$ cat src/rtl/core/ccsg_pkg.sv
// Shared types, codes and constants of the coulomb counting fuel gauge.
package ccsg_pkg;

   localparam int CUR_W = 16;
   localparam int DUR_W = 16;
   localparam int PROD_W = CUR_W + DUR_W;
   localparam int SOC_W = 14;
   localparam int STATUS_W = 2;
   localparam int NET_W = 48;
   localparam int TOT_W = 47;
   localparam int CAP_W = 16;
   localparam int CSR_IDX_W = 2;
   localparam int CSR_DATA_W = 16;

   // capacity * 3600 stays below 2^28, remainder * 10000 below 2^42
   localparam int DENOM_W = 28;
   localparam int NUM_W = 42;
   localparam int QUO_W = 14;
   localparam int QSUM_W = 15;
   localparam int SOCX_W = 17;
   localparam int DIV_CNT_W = 4;

   localparam logic [11:0] SECONDS_PER_HOUR = 12'd3600;
   localparam logic [QUO_W-1:0] SOC_SCALE = 14'd10000;
   localparam logic [SOC_W-1:0] SOC_MAX = 14'd10000;

   localparam int QUEUE_DEPTH = 2;
   localparam int QPTR_W = $clog2(QUEUE_DEPTH);
   localparam int QCNT_W = $clog2(QUEUE_DEPTH + 1);

   // register indexes
   localparam logic [CSR_IDX_W-1:0] CSR_CAPACITY = 2'd0;
   localparam logic [CSR_IDX_W-1:0] CSR_INIT_SOC = 2'd1;
   localparam logic [CSR_IDX_W-1:0] CSR_LOW_THR = 2'd2;
   localparam logic [CSR_IDX_W-1:0] CSR_MOD_THR = 2'd3;

   // register reset values
   localparam logic [CAP_W-1:0] CAPACITY_RESET = 16'd15000;
   localparam logic [SOC_W-1:0] INIT_SOC_RESET = 14'd8000;
   localparam logic [SOC_W-1:0] LOW_THR_RESET = 14'd2000;
   localparam logic [SOC_W-1:0] MOD_THR_RESET = 14'd5000;

   // status band codes
   localparam logic [STATUS_W-1:0] STATUS_LOW = 2'd0;
   localparam logic [STATUS_W-1:0] STATUS_MODERATE = 2'd1;
   localparam logic [STATUS_W-1:0] STATUS_HEALTHY = 2'd2;

   typedef struct packed {
      logic [CAP_W-1:0] capacity;
      logic [SOC_W-1:0] init_soc;
      logic [SOC_W-1:0] low_thr;
      logic [SOC_W-1:0] mod_thr;
   } ccsg_cfg_type;

   typedef struct packed {
      logic             charge;
      logic [CUR_W-1:0] mag;
      logic [DUR_W-1:0] dur;
   } ccsg_entry_type;

   typedef enum logic [2:0] {
      BK_IDLE,
      BK_MUL,
      BK_ACC,
      BK_DIFF,
      BK_WHOLE,
      BK_SCALE,
      BK_DIV,
      BK_FIN
   } ccsg_back_state_type;

endpackage

$ cat src/rtl/core/ccsg_if.sv
// Valid/ready channel interfaces for samples and results.
interface ccsg_req_if;
   logic                                     valid;
   logic                                     ready;
   logic signed [ccsg_pkg::CUR_W-1:0]        current_centiamps;
   logic        [ccsg_pkg::DUR_W-1:0]        duration_seconds;

   modport source (output valid, output current_centiamps, output duration_seconds,
                   input ready);
   modport sink (input valid, input current_centiamps, input duration_seconds,
                 output ready);
endinterface

interface ccsg_rsp_if;
   logic                                     valid;
   logic                                     ready;
   logic        [ccsg_pkg::SOC_W-1:0]        soc_centipercent;
   logic        [ccsg_pkg::STATUS_W-1:0]     soc_status;
   logic signed [ccsg_pkg::NET_W-1:0]        net_charge;
   logic        [ccsg_pkg::TOT_W-1:0]        charged_out;
   logic        [ccsg_pkg::TOT_W-1:0]        discharged_out;

   modport source (output valid, output soc_centipercent, output soc_status,
                   output net_charge, output charged_out, output discharged_out,
                   input ready);
   modport sink (input valid, input soc_centipercent, input soc_status,
                 input net_charge, input charged_out, input discharged_out,
                 output ready);
endinterface

$ cat src/rtl/core/ccsg_front.sv
// Front end: accept samples, drop zero-duration ones, split current into direction and size.
module ccsg_front (
   ccsg_req_if.sink                  req_chan,
   output logic                      push_valid,
   output ccsg_pkg::ccsg_entry_type  push_entry,
   input  logic                      push_ready
);

   logic [ccsg_pkg::CUR_W-1:0] cur_bits;

   assign cur_bits = req_chan.current_centiamps;

   // take every transaction the queue has room for; only nonzero durations go on
   assign req_chan.ready = push_ready;
   assign push_valid = req_chan.valid && (req_chan.duration_seconds != '0);

   always_comb begin
      push_entry.charge = cur_bits[ccsg_pkg::CUR_W-1];
      push_entry.mag = cur_bits[ccsg_pkg::CUR_W-1] ? (~cur_bits + 16'd1) : cur_bits;
      push_entry.dur = req_chan.duration_seconds;
   end

endmodule

$ cat src/rtl/core/ccsg_queue.sv
// Short queue of classified samples between front and back ends.
module ccsg_queue (
   input  logic                      clock,
   input  logic                      reset,
   input  logic                      push_valid,
   input  ccsg_pkg::ccsg_entry_type  push_entry,
   output logic                      push_ready,
   output logic                      pop_valid,
   output ccsg_pkg::ccsg_entry_type  pop_entry,
   input  logic                      pop_ready
);

   ccsg_pkg::ccsg_entry_type           slot_ff [ccsg_pkg::QUEUE_DEPTH];
   logic [ccsg_pkg::QPTR_W-1:0]        wr_ptr_ff, wr_ptr_in;
   logic [ccsg_pkg::QPTR_W-1:0]        rd_ptr_ff, rd_ptr_in;
   logic [ccsg_pkg::QCNT_W-1:0]        count_ff, count_in;
   logic                               do_push, do_pop;

   assign push_ready = (count_ff != ccsg_pkg::QCNT_W'(ccsg_pkg::QUEUE_DEPTH));
   assign pop_valid = (count_ff != '0);
   assign pop_entry = slot_ff[rd_ptr_ff];
   assign do_push = push_valid && push_ready;
   assign do_pop = pop_valid && pop_ready;

   always_comb begin
      wr_ptr_in = wr_ptr_ff;
      rd_ptr_in = rd_ptr_ff;
      count_in = count_ff;
      if (do_push) begin
         wr_ptr_in = (wr_ptr_ff == ccsg_pkg::QPTR_W'(ccsg_pkg::QUEUE_DEPTH - 1)) ? '0
                     : wr_ptr_ff + 1'b1;
      end
      if (do_pop) begin
         rd_ptr_in = (rd_ptr_ff == ccsg_pkg::QPTR_W'(ccsg_pkg::QUEUE_DEPTH - 1)) ? '0
                     : rd_ptr_ff + 1'b1;
      end
      if (do_push && !do_pop) begin
         count_in = count_ff + 1'b1;
      end else if (do_pop && !do_push) begin
         count_in = count_ff - 1'b1;
      end
   end

   always_ff @(posedge clock) begin
      if (reset) begin
         wr_ptr_ff <= '0;
         rd_ptr_ff <= '0;
         count_ff <= '0;
      end else begin
         wr_ptr_ff <= wr_ptr_in;
         rd_ptr_ff <= rd_ptr_in;
         count_ff <= count_in;
      end
   end

   always_ff @(posedge clock) begin
      if (do_push) begin
         slot_ff[wr_ptr_ff] <= push_entry;
      end
   end

endmodule

$ cat src/rtl/core/ccsg_back.sv
// Back end: accumulate charge, divide for state of charge, hold the result register.
module ccsg_back #(
   parameter int CHARGE_BITS = 47
) (
   input  logic                      clock,
   input  logic                      reset,
   input  ccsg_pkg::ccsg_cfg_type    cfg,
   input  logic                      pop_valid,
   input  ccsg_pkg::ccsg_entry_type  pop_entry,
   output logic                      pop_ready,
   ccsg_rsp_if.source                rsp_chan
);

   localparam int CB = CHARGE_BITS;

   ccsg_pkg::ccsg_back_state_type        state_ff, state_in;
   ccsg_pkg::ccsg_entry_type             entry_ff;
   logic [ccsg_pkg::PROD_W-1:0]          prod_ff;
   logic [CB-1:0]                        charged_ff, charged_in;
   logic [CB-1:0]                        discharged_ff, discharged_in;
   logic [CB:0]                          acc_sum;
   logic [CB-1:0]                        acc_new;
   logic signed [CB:0]                   net_ff;
   logic                                 neg_ff;
   logic [CB-1:0]                        mag_ff;
   logic [ccsg_pkg::DENOM_W-1:0]         denom_ff;
   logic [ccsg_pkg::CAP_W-1:0]           cap_eff;
   logic                                 whole_ff, sat_ff;
   logic [ccsg_pkg::DENOM_W-1:0]         rem_ff;
   logic [ccsg_pkg::NUM_W-1:0]           div_rem_ff, dsh_ff;
   logic [ccsg_pkg::QUO_W-1:0]           quo_ff;
   logic [ccsg_pkg::DIV_CNT_W-1:0]       cnt_ff;
   logic                                 div_take;
   logic [ccsg_pkg::QSUM_W-1:0]          qsum;
   logic signed [ccsg_pkg::SOCX_W-1:0]   soc_raw;
   logic [ccsg_pkg::SOC_W-1:0]           soc_val;
   logic [ccsg_pkg::STATUS_W-1:0]        status_val;
   logic                                 rsp_valid_ff;
   logic                                 out_free, load_out, acc_en;

   logic [ccsg_pkg::SOC_W-1:0]           soc_ff;
   logic [ccsg_pkg::STATUS_W-1:0]        status_ff;
   logic signed [ccsg_pkg::NET_W-1:0]    net_out_ff;
   logic [ccsg_pkg::TOT_W-1:0]           chg_out_ff, dis_out_ff;

   assign out_free = !rsp_valid_ff || rsp_chan.ready;
   assign div_take = (div_rem_ff >= dsh_ff);
   assign cap_eff = (cfg.capacity == '0) ? 16'd1 : cfg.capacity;

   // next state
   always_comb begin
      state_in = state_ff;
      case (state_ff)
         ccsg_pkg::BK_IDLE:  if (pop_valid) state_in = ccsg_pkg::BK_MUL;
         ccsg_pkg::BK_MUL:   state_in = ccsg_pkg::BK_ACC;
         ccsg_pkg::BK_ACC:   state_in = ccsg_pkg::BK_DIFF;
         ccsg_pkg::BK_DIFF:  state_in = ccsg_pkg::BK_WHOLE;
         ccsg_pkg::BK_WHOLE: begin
            // a quotient of two or more whole units clamps anyway
            if ((mag_ff >= CB'({denom_ff, 1'b0}))) state_in = ccsg_pkg::BK_FIN;
            else state_in = ccsg_pkg::BK_SCALE;
         end
         ccsg_pkg::BK_SCALE: state_in = ccsg_pkg::BK_DIV;
         ccsg_pkg::BK_DIV:   if (cnt_ff == '0) state_in = ccsg_pkg::BK_FIN;
         ccsg_pkg::BK_FIN:   if (out_free) state_in = ccsg_pkg::BK_IDLE;
         default:            state_in = ccsg_pkg::BK_IDLE;
      endcase
   end

   // control strobes
   always_comb begin
      pop_ready = 1'b0;
      acc_en = 1'b0;
      load_out = 1'b0;
      case (state_ff)
         ccsg_pkg::BK_IDLE: pop_ready = 1'b1;
         ccsg_pkg::BK_ACC:  acc_en = 1'b1;
         ccsg_pkg::BK_FIN:  load_out = out_free;
         default: begin
         end
      endcase
   end

   // saturating accumulate into the selected total
   always_comb begin
      acc_sum = {1'b0, (entry_ff.charge ? charged_ff : discharged_ff)} + (CB + 1)'(prod_ff);
      acc_new = acc_sum[CB] ? '1 : acc_sum[CB-1:0];
      charged_in = charged_ff;
      discharged_in = discharged_ff;
      if (entry_ff.charge) begin
         charged_in = acc_new;
      end else begin
         discharged_in = acc_new;
      end
   end

   // final state of charge and band
   always_comb begin
      if (sat_ff) begin
         qsum = '1;
      end else begin
         qsum = (whole_ff ? ccsg_pkg::QSUM_W'(ccsg_pkg::SOC_SCALE) : '0)
                + ccsg_pkg::QSUM_W'(quo_ff);
      end
      if (neg_ff) begin
         soc_raw = $signed(ccsg_pkg::SOCX_W'(cfg.init_soc)) + $signed(ccsg_pkg::SOCX_W'(qsum));
      end else begin
         soc_raw = $signed(ccsg_pkg::SOCX_W'(cfg.init_soc)) - $signed(ccsg_pkg::SOCX_W'(qsum));
      end
      if (soc_raw < 0) begin
         soc_val = '0;
      end else if (soc_raw > $signed(ccsg_pkg::SOCX_W'(ccsg_pkg::SOC_MAX))) begin
         soc_val = ccsg_pkg::SOC_MAX;
      end else begin
         soc_val = soc_raw[ccsg_pkg::SOC_W-1:0];
      end
      if (soc_val <= cfg.low_thr) begin
         status_val = ccsg_pkg::STATUS_LOW;
      end else if (soc_val <= cfg.mod_thr) begin
         status_val = ccsg_pkg::STATUS_MODERATE;
      end else begin
         status_val = ccsg_pkg::STATUS_HEALTHY;
      end
   end

   always_ff @(posedge clock) begin
      if (reset) begin
         state_ff <= ccsg_pkg::BK_IDLE;
         charged_ff <= '0;
         discharged_ff <= '0;
         rsp_valid_ff <= 1'b0;
      end else begin
         state_ff <= state_in;
         if (acc_en) begin
            charged_ff <= charged_in;
            discharged_ff <= discharged_in;
         end
         if (load_out) begin
            rsp_valid_ff <= 1'b1;
         end else if (rsp_chan.ready) begin
            rsp_valid_ff <= 1'b0;
         end
      end
   end

   // datapath
   always_ff @(posedge clock) begin
      case (state_ff)
         ccsg_pkg::BK_IDLE: begin
            entry_ff <= pop_entry;
         end
         ccsg_pkg::BK_MUL: begin
            prod_ff <= ccsg_pkg::PROD_W'(entry_ff.mag) * ccsg_pkg::PROD_W'(entry_ff.dur);
         end
         ccsg_pkg::BK_DIFF: begin
            net_ff <= $signed({1'b0, discharged_ff}) - $signed({1'b0, charged_ff});
            neg_ff <= (charged_ff > discharged_ff);
            mag_ff <= (charged_ff > discharged_ff) ? (charged_ff - discharged_ff)
                                                  : (discharged_ff - charged_ff);
            denom_ff <= ccsg_pkg::DENOM_W'(cap_eff)
                        * ccsg_pkg::DENOM_W'(ccsg_pkg::SECONDS_PER_HOUR);
         end
         ccsg_pkg::BK_WHOLE: begin
            sat_ff <= (mag_ff >= CB'({denom_ff, 1'b0}));
            whole_ff <= (mag_ff >= CB'(denom_ff));
            rem_ff <= (mag_ff >= CB'(denom_ff))
                      ? ccsg_pkg::DENOM_W'(mag_ff - CB'(denom_ff))
                      : ccsg_pkg::DENOM_W'(mag_ff);
         end
         ccsg_pkg::BK_SCALE: begin
            div_rem_ff <= ccsg_pkg::NUM_W'(rem_ff) * ccsg_pkg::NUM_W'(ccsg_pkg::SOC_SCALE);
            dsh_ff <= ccsg_pkg::NUM_W'(denom_ff) << (ccsg_pkg::QUO_W - 1);
            quo_ff <= '0;
            cnt_ff <= ccsg_pkg::DIV_CNT_W'(ccsg_pkg::QUO_W - 1);
         end
         ccsg_pkg::BK_DIV: begin
            // one quotient bit per cycle, denominator walks down one place
            if (div_take) begin
               div_rem_ff <= div_rem_ff - dsh_ff;
            end
            quo_ff <= {quo_ff[ccsg_pkg::QUO_W-2:0], div_take};
            dsh_ff <= dsh_ff >> 1;
            cnt_ff <= cnt_ff - 1'b1;
         end
         default: begin
         end
      endcase
      if (load_out) begin
         soc_ff <= soc_val;
         status_ff <= status_val;
         net_out_ff <= ccsg_pkg::NET_W'(net_ff);
         chg_out_ff <= ccsg_pkg::TOT_W'(charged_ff);
         dis_out_ff <= ccsg_pkg::TOT_W'(discharged_ff);
      end
   end

   assign rsp_chan.valid = rsp_valid_ff;
   assign rsp_chan.soc_centipercent = soc_ff;
   assign rsp_chan.soc_status = status_ff;
   assign rsp_chan.net_charge = net_out_ff;
   assign rsp_chan.charged_out = chg_out_ff;
   assign rsp_chan.discharged_out = dis_out_ff;

endmodule

$ cat src/rtl/core/coulomb_counting_soc_gauge.sv
// Top level of the coulomb counting state-of-charge gauge.
// Each sample (signed current in 0.01 A, duration in seconds) adds current times
// duration to a saturating charged or discharged total; a sample of zero duration
// is dropped and gives no result. Every other sample yields one result: state of
// charge in 0.01 % (initial value minus net charge scaled by capacity*3600, truncated
// toward zero and clamped to 0..10000), a low/moderate/healthy band, the net charge
// and both totals. In the back end a sample is popped, its current and duration are
// multiplied and the product is accumulated; then the net and denominator, the whole
// part and the scaled remainder are formed, the compare-subtract divider yields the
// fractional quotient, and the result register is loaded. When the net charge reaches
// two capacities the scaling and the divider are skipped. The divider sets the rate; a
// two-entry queue lets the front end keep taking samples while it runs, and the result
// register lets a new sample start while an old result waits.
// Write configuration registers only while no sample is in flight.
module coulomb_counting_soc_gauge #(
   parameter int CHARGE_BITS = 47
) (
   input  logic                                  clock,
   input  logic                                  reset,
   ccsg_req_if.sink                              req_chan,
   ccsg_rsp_if.source                            rsp_chan,
   input  logic                                  csr_write_enable,
   input  logic [ccsg_pkg::CSR_IDX_W-1:0]        csr_index,
   input  logic [ccsg_pkg::CSR_DATA_W-1:0]       csr_write_data
);

   ccsg_pkg::ccsg_cfg_type    cfg_ff;
   logic                      push_valid, push_ready;
   ccsg_pkg::ccsg_entry_type  push_entry;
   logic                      pop_valid, pop_ready;
   ccsg_pkg::ccsg_entry_type  pop_entry;

   // configuration registers; narrow ones keep the low bits of the write data
   always_ff @(posedge clock) begin
      if (reset) begin
         cfg_ff.capacity <= ccsg_pkg::CAPACITY_RESET;
         cfg_ff.init_soc <= ccsg_pkg::INIT_SOC_RESET;
         cfg_ff.low_thr <= ccsg_pkg::LOW_THR_RESET;
         cfg_ff.mod_thr <= ccsg_pkg::MOD_THR_RESET;
      end else if (csr_write_enable) begin
         case (csr_index)
            ccsg_pkg::CSR_CAPACITY: cfg_ff.capacity <= csr_write_data;
            ccsg_pkg::CSR_INIT_SOC: cfg_ff.init_soc <= csr_write_data[ccsg_pkg::SOC_W-1:0];
            ccsg_pkg::CSR_LOW_THR:  cfg_ff.low_thr <= csr_write_data[ccsg_pkg::SOC_W-1:0];
            ccsg_pkg::CSR_MOD_THR:  cfg_ff.mod_thr <= csr_write_data[ccsg_pkg::SOC_W-1:0];
            default: begin
            end
         endcase
      end
   end

   // classify and drop zero-duration samples
   ccsg_front u_front (
      .req_chan   (req_chan),
      .push_valid (push_valid),
      .push_entry (push_entry),
      .push_ready (push_ready)
   );

   // hold classified samples while the back end works
   ccsg_queue u_queue (
      .clock      (clock),
      .reset      (reset),
      .push_valid (push_valid),
      .push_entry (push_entry),
      .push_ready (push_ready),
      .pop_valid  (pop_valid),
      .pop_entry  (pop_entry),
      .pop_ready  (pop_ready)
   );

   // accumulate, divide and deliver one result per queued sample
   ccsg_back #(
      .CHARGE_BITS (CHARGE_BITS)
   ) u_back (
      .clock     (clock),
      .reset     (reset),
      .cfg       (cfg_ff),
      .pop_valid (pop_valid),
      .pop_entry (pop_entry),
      .pop_ready (pop_ready),
      .rsp_chan  (rsp_chan)
   );

endmodule

$ cat src/flat_wrapper.sv
// flat-port wrapper written by rule: the top's interface ports become plain ports
module coulomb_counting_soc_gauge_flat 
#(
   parameter int CHARGE_BITS = 47
)
  (clock, reset, csr_write_enable, csr_index, csr_write_data, req_chan_valid, req_chan_current_centiamps, req_chan_duration_seconds, req_chan_ready, rsp_chan_valid, rsp_chan_soc_centipercent, rsp_chan_soc_status, rsp_chan_net_charge, rsp_chan_charged_out, rsp_chan_discharged_out, rsp_chan_ready);
  ccsg_req_if req_chan_i ();
  ccsg_rsp_if rsp_chan_i ();
  input  logic clock;
  input  logic reset;
  input  logic csr_write_enable;
  input  logic [ccsg_pkg::CSR_IDX_W-1:0] csr_index;
  input  logic [ccsg_pkg::CSR_DATA_W-1:0] csr_write_data;
  input wire logic [$bits(req_chan_i.valid)-1:0] req_chan_valid;
  input wire logic [$bits(req_chan_i.current_centiamps)-1:0] req_chan_current_centiamps;
  input wire logic [$bits(req_chan_i.duration_seconds)-1:0] req_chan_duration_seconds;
  output wire logic [$bits(req_chan_i.ready)-1:0] req_chan_ready;
  output wire logic [$bits(rsp_chan_i.valid)-1:0] rsp_chan_valid;
  output wire logic [$bits(rsp_chan_i.soc_centipercent)-1:0] rsp_chan_soc_centipercent;
  output wire logic [$bits(rsp_chan_i.soc_status)-1:0] rsp_chan_soc_status;
  output wire logic [$bits(rsp_chan_i.net_charge)-1:0] rsp_chan_net_charge;
  output wire logic [$bits(rsp_chan_i.charged_out)-1:0] rsp_chan_charged_out;
  output wire logic [$bits(rsp_chan_i.discharged_out)-1:0] rsp_chan_discharged_out;
  input wire logic [$bits(rsp_chan_i.ready)-1:0] rsp_chan_ready;
  assign req_chan_i.valid = req_chan_valid;
  assign req_chan_i.current_centiamps = req_chan_current_centiamps;
  assign req_chan_i.duration_seconds = req_chan_duration_seconds;
  assign req_chan_ready = req_chan_i.ready;
  assign rsp_chan_valid = rsp_chan_i.valid;
  assign rsp_chan_soc_centipercent = rsp_chan_i.soc_centipercent;
  assign rsp_chan_soc_status = rsp_chan_i.soc_status;
  assign rsp_chan_net_charge = rsp_chan_i.net_charge;
  assign rsp_chan_charged_out = rsp_chan_i.charged_out;
  assign rsp_chan_discharged_out = rsp_chan_i.discharged_out;
  assign rsp_chan_i.ready = rsp_chan_ready;
  coulomb_counting_soc_gauge #(.CHARGE_BITS(CHARGE_BITS)) u_core (.clock(clock), .reset(reset), .req_chan(req_chan_i), .rsp_chan(rsp_chan_i), .csr_write_enable(csr_write_enable), .csr_index(csr_index), .csr_write_data(csr_write_data));
endmodule
$ cat config.mk
export PLATFORM = sky130hd
export DESIGN_NAME = coulomb_counting_soc_gauge_flat
export DESIGN_NICKNAME = d
export VERILOG_FILES = /design/src/rtl/core/ccsg_pkg.sv /design/src/rtl/core/ccsg_if.sv /design/src/rtl/core/ccsg_front.sv /design/src/rtl/core/ccsg_queue.sv /design/src/rtl/core/ccsg_back.sv /design/src/rtl/core/coulomb_counting_soc_gauge.sv /design/src/flat_wrapper.sv
export SDC_FILE = /design/constraint.sdc
export NUM_CORES = 2
export LEC_CHECK = 0
export ABC_AREA = 0
export BUFFER_PORTS_ARGS = -buffer_cell sky130_fd_sc_hd__buf_2
export CORE_MARGIN = 4
export CORE_UTILIZATION = 40
export DETAILED_ROUTE_END_ITERATION = 8
export HOLD_SLACK_MARGIN = 0.03
export SYNTH_ARGS = -nofsm -noshare
export SYNTH_HDL_FRONTEND = slang
export SYNTH_SLANG_ARGS = --single-unit
$ cat constraint.sdc
create_clock -name clock -period 8.1 [get_ports clock]
set_clock_uncertainty 0.2 [all_clocks]
set_input_delay 0 -clock clock [delete_from_list [all_inputs] [get_ports clock]]
set_output_delay 0 -clock clock [all_outputs]
set_load 0.1 [all_outputs]
==> run_results.csv <==
group,metric,value,unit
yosys,synth-edff-count,539,
yosys,seq_area_frac_synth,36.17,%
cts,post_cts_buffers,0,
yosys,syn_nets,6335,
cts,cts_hold_buf,128,
sta,setup_violations,0,
drt,ant_nets,0,
global_route,grt-ovfl-total,0,
worst_setup_path,crit_required,8.33,ns
cells_and_area,nets,6591,
yosys,synthCells,5426,
floorplan,die_x,374.1,µm
worst_setup_path,criticalPathCategory,"reg2reg",
yosys,netlist_area,53610,µm²
drt,dr.pass1.iters,5,
sta,rsz0062_at_grt,"false",
outcome,status,"finished clean",
global_route,track_usage,21.40,%
floorplan,fp.dieH,374.1,µm
drt,routedWlPerCell,20.14,µm
sta,min_period,7.267,ns
global_route,grt_pass1_wl,234800,µm
yosys,synth.top_cell.area_share,30.19,%
hold_path,hold_path_class,"in2reg",
placement,io_buffers,214,
sta,period_share,89.71,%
worst_setup_path,cp_max_fo,16,
placement,routabilityCongestion,0.9430,
sta,finalMaxSlewViolations,0,
worst_setup_path,cp-end-kind,"flip-flop",
global_route,grt_max_degree,132,
cts,cts_resized,0,
drt,num_vias,39834,
cells_and_area,fillerInstances,12608,
yosys,ys_seq_elements,699,
cells_and_area,ff_latch_area,19390,µm²
yosys,netlist.top_cell.by_area,"edfxtp_1",
cts,clockBufferDepth,3,
drt,avgViaCountPerCell,5.296,
floorplan,initial_utilization,40.22,%
cells_and_area,multiInputGateArea,30560,µm²
yosys,synth_ff_type,"edfxtp_1",
placement,place_hpwl,119000,µm
worst_setup_path,cp.arrival,7.50,ns
floorplan,die_area,139900,µm²
floorplan,rows,134,
floorplan,pin_count,215,
yosys,synth_warnings,0,
drt,drc,0,
cts,cts.clk_slew.worst_paths,0.06,ns
cts,cts-root-buf,"clkbuf_16",
cts,numCtsBuffers,83,
yosys,synthTopCellsByArea,"edfxtp_1 30%, ha_1 13%, fa_1 11%",
cts,clk_latency,0.70,ns
cts,tritoncts,"built",
flow_run,maxCapViolations,0,
yosys,synth-async-reset-ratio,0,%
sta,maxSlewHeadroom,22.83,%
global_route,antenna_found_initial,4,
sta,worst_pin_slew,1.158,ns
yosys,synth.distinct_cells,109,
cts,cts.sinks,699,
drt,drt_iter0_markers,2649,
drt,drt_wl_total,151500,µm
cts,htreeDepth,3,
floorplan,coreArea,133300,µm²
sta,final_hold_viol_count,0,
worst_setup_path,critPathLaunchType,"flip-flop",
sta,finalSetupTns,0,ns
cells_and_area,area_growth,12.77,%
yosys,avgSynthCellArea,9.880,µm²
global_route,grt_pass1_vias,40106,
cells_and_area,drive_above_1_share,8.884,%
sta,fmaxAchievable,137.6,MHz
==> worst max-delay path, stage by stage, from the launching register on <==
cell      delay, ns
edfxtp_1       0.77
nand2_1        0.17
fa_1           0.56
inv_1          0.05
fa_1           0.54
inv_1          0.06
fa_1           0.50
inv_1          0.06
fa_1           0.48
inv_1          0.06
fa_1           0.52
inv_1          0.05
fa_1           0.47
ha_1           0.34
and4_1         0.25
nand2_1        0.08
o31ai_1        0.65
a31oi_1        0.29
o21ai_0        0.43
a31oi_1        0.22
mux2i_1        0.19
nand4_1        0.09
==> sequential cells by signal, indices dropped and copies added (netlist names), 24 cells and up <==
register and flops:
u_core.u_back.prod_ff 32, u_core.u_back.mag_ff 46, u_core.u_back.charged_ff 47, u_core.u_back.div_rem_ff 42, u_core.u_back.net_ff 48, u_core.cfg_ff 58, u_core.u_back.entry_ff 33, u_core.u_back.rsp_chan.net_charge 48
u_core.u_back.rem_ff 28, u_core.u_back.rsp_chan.charged_out 47, u_core.u_back.dsh_ff 41, u_core.u_back.denom_ff 24, u_core.u_back.discharged_ff 47, u_core.u_back.rsp_chan.discharged_out 47, u_core.u_queue.slot_ff 66
==> logic make-up after synthesis <==
family	Yosys count	share of synthesized area [%]
compound gates	1172	14.57
xor+xnor	274	4.476
buf+inv	974	7.004
simple gates	1375	12.19
flops	699	36.17
mux	78	1.545
fa+ha+maj	854	24.05
==> synth_stat cells (14+ instances only) <==
library cell and count:
inv_1 774, ha_1 560, edfxtp_1 539, nand2_1 522
a21oi_1 325, fa_1 294, nor2_1 294, o21ai_0 219
xnor2_1 176, dfxtp_1 160, and2_1 136, clkbuf_1 134
a21o_1 126, xor2_1 98, a211oi_1 86, nand3_1 71
o21a_1 61, nor3_1 58, nand4_1 53, buf_2 44
nor2b_1 42, o21bai_1 42, nand2b_1 41, mux2i_1 40
mux2_2 38, o31ai_1 33, a31oi_1 32, and3_1 27
or2_2 26, or3_1 26, o21ai_1 23, a211o_1 22
nand3b_1 20, o211ai_1 19, a221oi_1 18, a311oi_1 15
nor4_1 15, o22ai_1 14
==> layout make-up <==
class / instances / area share (%)
multi-input cells: 3753 / 50.55
flip-flops and latches: 699 / 32.07
inverters: 777 / 4.824
repair buffers: 368 / 4.239
well taps: 1768 / 3.659
clock buffers: 102 / 3.657
clock inverters: 53 / 0.9913
diodes: 1 / 0.004139
==> per-stage QoR <==
stage / cells / util, % / setup WS (ns) / instance area (µm²) / hold WS [ns]
global route: 7520 / 45.35 / 0.4573 / 60450 / 0.1810
CTS: 7520 / 45.35 / 0.8347 / 60450 / 0.08563
finish: 7521 / 45.36 / 0.8333 / 60460 / 0.1611
floorplan: 5426 / - / 1.453 / 53610 / -0.1011
detailed placement: 7237 / 42.28 / 0.8285 / 56360 / 0.007299
global placement: 7237 / 42.28 / 0.8555 / 56360 / 0.004971
==> routing by layer <==
metal | track usage (%) | routed length (µm) | vias up
li1 | - | - | 19199
met5 | 0 | 0 | -
met4 | 7.587 | 5661 | 0
met3 | 2.798 | 7158 | 225
met2 | 36.03 | 72630 | 1026
met1 | 28.31 | 66050 | 19384
==> layout by cell type (no fill, tap or decap), types with 135 or more instances in the layout <==
| cell | Yosys | routed |
|---|---|---|
| inv_1 | 774 | 774 |
| ha_1 | 560 | 560 |
| edfxtp_1 | 539 | 539 |
| nand2_1 | 522 | 522 |
| a21oi_1 | 325 | 324 |
| fa_1 | 294 | 294 |
| nor2_1 | 294 | 290 |
| o21ai_0 | 219 | 219 |
| buf_2 | 44 | 213 |
| xnor2_1 | 176 | 176 |
| dfxtp_1 | 160 | 160 |
| and2_1 | 136 | 135 |
==> path summary, 6_finish.rpt <==
kind                            startpoint                                    end  slack, ns  cells past startpoint
min          req_chan_current_centiamps[2]          u_core.u_queue.slot_ff[1][19]       0.16                      4
max reg2reg      u_core.u_back.entry_ff[6]              u_core.u_back.prod_ff[30]       0.83                     21
max              u_core.u_back.entry_ff[6]              u_core.u_back.prod_ff[30]       0.83                     21
min reg2reg       u_core.u_back.net_ff[31]  u_core.u_back.rsp_chan.net_charge[31]       0.21                      0
Power is left out: the tool's default activity adds up to more than one toggle a clock period on the data nets, which glitch-free logic cannot reach.
